$ cat config.mk
export PLATFORM = sky130hd
export DESIGN_NAME = dcmf_cfg
export DESIGN_NICKNAME = d
export VERILOG_FILES = /design/src/dcmf_pkg.sv /design/src/dcmf_cfg.sv
export SDC_FILE = /design/constraint.sdc
export NUM_CORES = 1
export LEC_CHECK = 0
export ABC_AREA = 0
export BUFFER_PORTS_ARGS = -buffer_cell sky130_fd_sc_hd__buf_2
export CORE_ASPECT_RATIO = 0.6
export CORE_MARGIN = 5
export CORE_UTILIZATION = 25
export CTS_CLUSTER_SIZE = 25
export DETAILED_ROUTE_END_ITERATION = 8
export PLACE_DENSITY = 0.62
export SLEW_MARGIN = 15
export SYNTH_ARGS = -nofsm -noshare
export SYNTH_HDL_FRONTEND = slang
export SYNTH_SLANG_ARGS = --single-unit
export TNS_END_PERCENT = 1
$ cat constraint.sdc
create_clock -name i_clk -period 1.4 [get_ports i_clk]
set_clock_uncertainty 0.1 [all_clocks]
set_input_delay 0.07 -clock i_clk [delete_from_list [all_inputs] [get_ports i_clk]]
set_output_delay 0.07 -clock i_clk [all_outputs]
set_load 0.01 [all_outputs]
$ cat src/dcmf_pkg.sv
`timescale 1ns / 1ps
// Shared constants, types and helpers of the dark channel minimum filter.
package dcmf_pkg;

    localparam int MAX_WIDTH   = 1024;
    localparam int MAX_RADIUS  = 7;
    localparam int STORE_ROWS  = 2 * MAX_RADIUS + 1;
    localparam int COORD_LIMIT = 1024;
    localparam int WIDTH_LIMIT = (MAX_WIDTH < COORD_LIMIT) ? MAX_WIDTH : COORD_LIMIT;

    localparam int COL_W   = $clog2(MAX_WIDTH);
    localparam int SLOT_W  = $clog2(STORE_ROWS);
    localparam int RAD_W   = $clog2(MAX_RADIUS + 1);
    localparam int COORD_W = 10;
    localparam int DIM_W   = COORD_W + 1;
    localparam int PIX_W   = 8;

    localparam int APB_ADDR_W = 4;
    localparam int APB_DATA_W = 32;

    localparam logic [1:0] REG_RADIUS = 2'd0;
    localparam logic [1:0] REG_WIDTH  = 2'd1;
    localparam logic [1:0] REG_HEIGHT = 2'd2;

    localparam logic REQ_PIXEL = 1'b0;
    localparam logic REQ_FLUSH = 1'b1;

    typedef struct packed {
        logic [RAD_W-1:0] rad;
        logic [DIM_W-1:0] width;
        logic [DIM_W-1:0] height;
    } t_geom;

    typedef struct packed {
        logic               vld;
        logic               last;
        logic [COL_W-1:0]   addr;
        logic [PIX_W-1:0]   dmin;
    } t_chain;

    typedef struct packed {
        logic [COORD_W-1:0] row;
        logic [COORD_W-1:0] col;
        logic [SLOT_W-1:0]  slot;
    } t_pos;

    function automatic t_pos adv_pos(input t_pos p, input t_geom g);
        t_pos             q;
        logic [DIM_W-1:0] col_inc;
        logic [DIM_W-1:0] row_inc;
        q       = p;
        col_inc = {1'b0, p.col} + DIM_W'(1);
        row_inc = {1'b0, p.row} + DIM_W'(1);
        if (col_inc >= g.width) begin
            q.col = '0;
            if (row_inc >= g.height) begin
                q.row  = '0;
                q.slot = '0;
            end else begin
                q.row  = row_inc[COORD_W-1:0];
                q.slot = (p.slot == SLOT_W'(STORE_ROWS - 1)) ? '0 : p.slot + SLOT_W'(1);
            end
        end else begin
            q.col = col_inc[COORD_W-1:0];
        end
        return q;
    endfunction

endpackage

$ cat src/dcmf_cfg.sv
`timescale 1ns / 1ps
// APB register file for radius and frame size, with clamped geometry out.
module dcmf_cfg import dcmf_pkg::*; (
    input  logic                  i_clk,
    input  logic                  i_rst_n,
    input  logic                  psel,
    input  logic                  penable,
    input  logic                  pwrite,
    input  logic [APB_ADDR_W-1:0] paddr,
    input  logic [APB_DATA_W-1:0] pwdata,
    output logic [APB_DATA_W-1:0] prdata,
    output logic                  pready,
    output t_geom                 o_geom
);

    logic [2:0]       r_radius;
    logic [DIM_W-1:0] r_width;
    logic [DIM_W-1:0] r_height;
    logic             wr_en;

    assign pready = 1'b1;
    assign wr_en  = psel && penable && pwrite && pready;

    always_ff @(posedge i_clk) begin
        if (!i_rst_n) begin
            r_radius <= 3'd7;
            r_width  <= DIM_W'(640);
            r_height <= DIM_W'(360);
        end else if (wr_en) begin
            case (paddr[3:2])
                REG_RADIUS: r_radius <= pwdata[2:0];
                REG_WIDTH:  r_width  <= pwdata[DIM_W-1:0];
                REG_HEIGHT: r_height <= pwdata[DIM_W-1:0];
                default: ;
            endcase
        end
    end

    always_comb begin
        case (paddr[3:2])
            REG_RADIUS: prdata = APB_DATA_W'(r_radius);
            REG_WIDTH:  prdata = APB_DATA_W'(r_width);
            REG_HEIGHT: prdata = APB_DATA_W'(r_height);
            default:    prdata = '0;
        endcase
    end

    always_comb begin
        o_geom.rad = (r_radius > 3'(MAX_RADIUS)) ? RAD_W'(MAX_RADIUS) : RAD_W'(r_radius);

        if (r_width == '0) begin
            o_geom.width = DIM_W'(1);
        end else if (r_width > DIM_W'(WIDTH_LIMIT)) begin
            o_geom.width = DIM_W'(WIDTH_LIMIT);
        end else begin
            o_geom.width = r_width;
        end

        if (r_height == '0) begin
            o_geom.height = DIM_W'(1);
        end else if (r_height > DIM_W'(COORD_LIMIT)) begin
            o_geom.height = DIM_W'(COORD_LIMIT);
        end else begin
            o_geom.height = r_height;
        end
    end

endmodule

### Word level (Yosys, flattened, before mapping)

Index checks and enable logic that the tools add are counted.

| word-level totals | value |
|---|---|
| register bits after elaboration | 25 |
| input bits | 41 |
| output and inout bits | 58 |
| word-level logic and storage cells | 22 |

| operators by class | value |
|---|---|
| order comparisons | 3 |
| equal/unequal tests | 2 |
| mux-type cells | 6 |
| reduce and logical (&&, ||, !) cells | 8 |

Operators with widths:

| kind | number |
|---|---|
| 11-bit two-way mux | 4 |
| 11-bit case mux with 3 select lines | 1 |
| 11-bit > comparator, second input constant | 2 |
| 11-bit zero test | 2 |
| 2-bit AND reduction | 3 |
| 3-bit > comparator, second input constant | 1 |
| 3-bit two-way mux | 1 |
| 2-bit by 1-bit equality test with 1-bit output, second input constant | 1 |
| 2-bit equality test, second input constant | 1 |
| 1-bit logical AND | 2 |
| 2-bit zero test | 1 |

### Depth between registers and ports, before layout

| depth | value |
|---|---|
| depth after elaboration | 3 |
| depth in mapped cells | 5 |
| mapped depth without buffers | 3 |

### Worst setup path after synthesis

Ideal clock, no wire load.

| path | value |
|---|---|
| path type | register to output |
| from | register r_height[10] |
| to | output port prdata[10] |
| data arrival time | 0.857 ns |
| data required time | 1.230 ns |
| setup slack | 0.373 ns |
| stages on the path, launching flop included | 3 |
| buffers on the path | 1 |
| cells stage by stage | dfxtp_1 -> clkbuf_1 -> a22o_1 |

| on the way | value |
|---|---|
| cells in the longest elaborated chain, start to end | 1 |

RTL lines:

| item | RTL line | source |
|---|---|---|
| start: declaration | dcmf_cfg.sv:18 | `logic [DIM_W-1:0] r_height;` |
| start signal: assignment | dcmf_cfg.sv:33 | `REG_HEIGHT: r_height <= pwdata[DIM_W-1:0];` |
| 11-bit case mux with 3 select lines | dcmf_cfg.sv:40 | `case (paddr[3:2])` |
| end: declaration | dcmf_cfg.sv:11 | `output logic [APB_DATA_W-1:0] prdata,` |

No other way between the ends.

==> out/summary.txt <==
Critical Path Start Type: register
final setup fails: 2
routability cong.: 0.813
CTS H-Tree Depth: 1
yosys warns: 0
R2R Path Start: r_width[10]
worst hold slack: 46.1 ps
global route total overflow: 0
largest net degree at the start of global routing: 25
post-CTS setup buffers: 0
Vias/cell: 4.24
fillers: 611
final hold violations: 0
Lkg Pwr: 0.943 nW
Max FO, Critical Path: 2
initial antenna violation count: 0
DR WL/cell: 14.0 um
FF-to-FF setup slack: 380 ps
nets@finish: 289
Core ar.: 5700 um2
Post-Synthesis Cells: 189
final WL: 4.57 mm
P&R area growth vs syn: 31.2%
Mapped Avg Cell Area: 7.98 um2
Post-synth EDFFs: 0
Final Critical Period: 1480 ps
Final WS setup: -76.5 ps
hold_sp: i_rst_n
Seq cells post-synth: 25
number of diodes: 0
class of the worst hold path: input pin to register
die area: 7730 um2
hold path cells: 2
Die Y-Extent: 70.2 um
first-pass GRT wire length: 7.15 mm
Core Rows: 21
CTS tree: built
clk root buf: clkbuf_8
Pwr Total: 1.42 mW
Starting Density: 26.4%
Buffers on Ports: 53
PD cells: 716 nW/um2
Register Area: 507 um2
data arrival time of the worst path: 1310 ps
# IOs: 99
Clock transition at path regs: 90 ps
VDD IR-drop max: 453 uV
final worst path period share: 105%
share of cells above drive strength 1: 32.0%
All-Layer GR Usage: 11.8%
failing checks: negative setup slack
Worst setup EP type: primary output
CTS Sinks: 25
Yosys top cell by area: dfxtp_1
Finished Cell Area: 1980 um2
Worst Hold Path EP: r_width[9]
Post-Synthesis Cell Area: 1510 um2
Bufs on Longest Clock Path: 2
ys async rst share: 0%
Vias: 1385
DR iter-0 viols: 96
total CTS buffers: 3
CP required: 1230 ps
Yosys cell types: 24
Worst Setup SP: r_height[10]
Die X: 110 um
dpl hpwl: 3.68 mm
RSZ-0062 raised after global routing: true
Worst Setup Path Type: register to primary output
f_max: 677 MHz
placed cell area: 1770 um2
Reg2Reg Depth: 3
Max-Cap Viols: 0
top cell type's share of synthesized area: 33.2%
sequential area share after synthesis: 33.2%
antenna-violating nets left: 0
Max Transition Viols Final: 0
status: finished with violations
Reg-to-Reg End: r_width[10]
number of remaining DRC errors: 0
Primary FF master, synth: dfxtp_1
Clk Latency, worst-skew pair: 260 ps
ranking of synthesized cells by area: dfxtp_1 33%, mux2i_1 13%, buf_4 11%
area of the multi-input gates: 833 um2
vias in the first global route: 1340
first drt pass iteration count: 4
-- layer usage --
layer | up-vias | routed length [um] | share of wire (%) | global-route usage [%]
met5 | - | 0 | 0 | 0
met4 | 0 | 7 | 0.15 | 1.09
met3 | 2 | 345 | 7.5 | 3.68
met2 | 52 | 2020 | 44 | 17.7
met1 | 635 | 2200 | 48 | 17.0
li1 | 696 | - | - | -
-- where the power goes --
group / leakage (nW) / switching [mW] / total, mW / internal (mW)
logic: 0.717 / 0.142 / 0.249 / 0.107
clock network: 0.0228 / 0.228 / 0.432 / 0.203
registers: 0.203 / 0.0134 / 0.736 / 0.722
-- area by class of cell --
type,instances,area share [%]
repair buffers,73,23.0
multi-input cells,135,42.1
inverters,10,1.90
well taps,80,5.06
flip-flops and latches,25,25.6
clock buffers,4,2.28
-- how the worst max path moves through the flow --
stage	endpoint	slack, ps
finish	o_geom[0]	-80
floorplan	prdata[10]	370
global route	o_geom[0]	-150
CTS	o_geom[0]	-130
global placement	o_geom[0]	130
detailed placement	o_geom[0]	50
-- flip-flops by register name, summed over array words and instances, names as in the netlist --
name,flops
r_height,11
r_radius,3
r_width,11
-- Yosys cell counts (2+ instances only) --
cell type,count
nand3_1,10
buf_6,3
o21ai_0,4
buf_4,22
buf_2,4
nor4_1,3
o211ai_1,9
conb_1,2
inv_1,10
mux2i_1,19
nor2_1,10
nand2_1,30
dfxtp_1,25
clkbuf_1,10
a22o_1,8
nor2b_1,12
-- per-stage QoR --
step	TNS [ps]	setup WS (ps)	util, %	std cells
final	-112	-76.5	34.7	327
after global routing	-253	-155	34.7	327
after CTS	-232	-126	34.4	327
after detailed placement	0	48.6	31.1	312
after global placement	0	127	31.1	312
after floorplan	0	373	-	209
-- worst max-delay path, cell delays in order (launching register included) --
cell	delay (ps)
dfxtp_2	340
nor4_4	280
buf_4	160
nand3_2	70
o21ai_2	60
buf_2	140
-- cell families (layout without fill, tap and decap cells) --
logic type	count (synthesis)	count (layout)	synth area share, %
other cells	2	22	0.498
simple gates	72	72	23.3
flops	25	25	33.2
mux	19	19	12.6
buf+inv	49	87	19.5
compound gates	22	22	10.9
-- cells in the final DEF, fill, tap and decap left out, types with 9 or more instances in the layout --
master	netlist	final
buf_2	4	53
conb_1	2	22
dfxtp_1	25	20
dlygate4sd3_1	0	11
inv_1	10	10
mux2i_1	19	19
nand2_1	30	30
nand3_1	10	9
nor2_1	10	10
nor2b_1	12	12
o211ai_1	9	9
-- timing repair --
action,in CTS,in global routing
pin swaps,2,1
setup endpoints to repair,2,3
hold buffers,11,0
resized for setup,8,5
hold endpoints to repair,24,0
No activity file was read; power rests on OpenSTA's default activity.
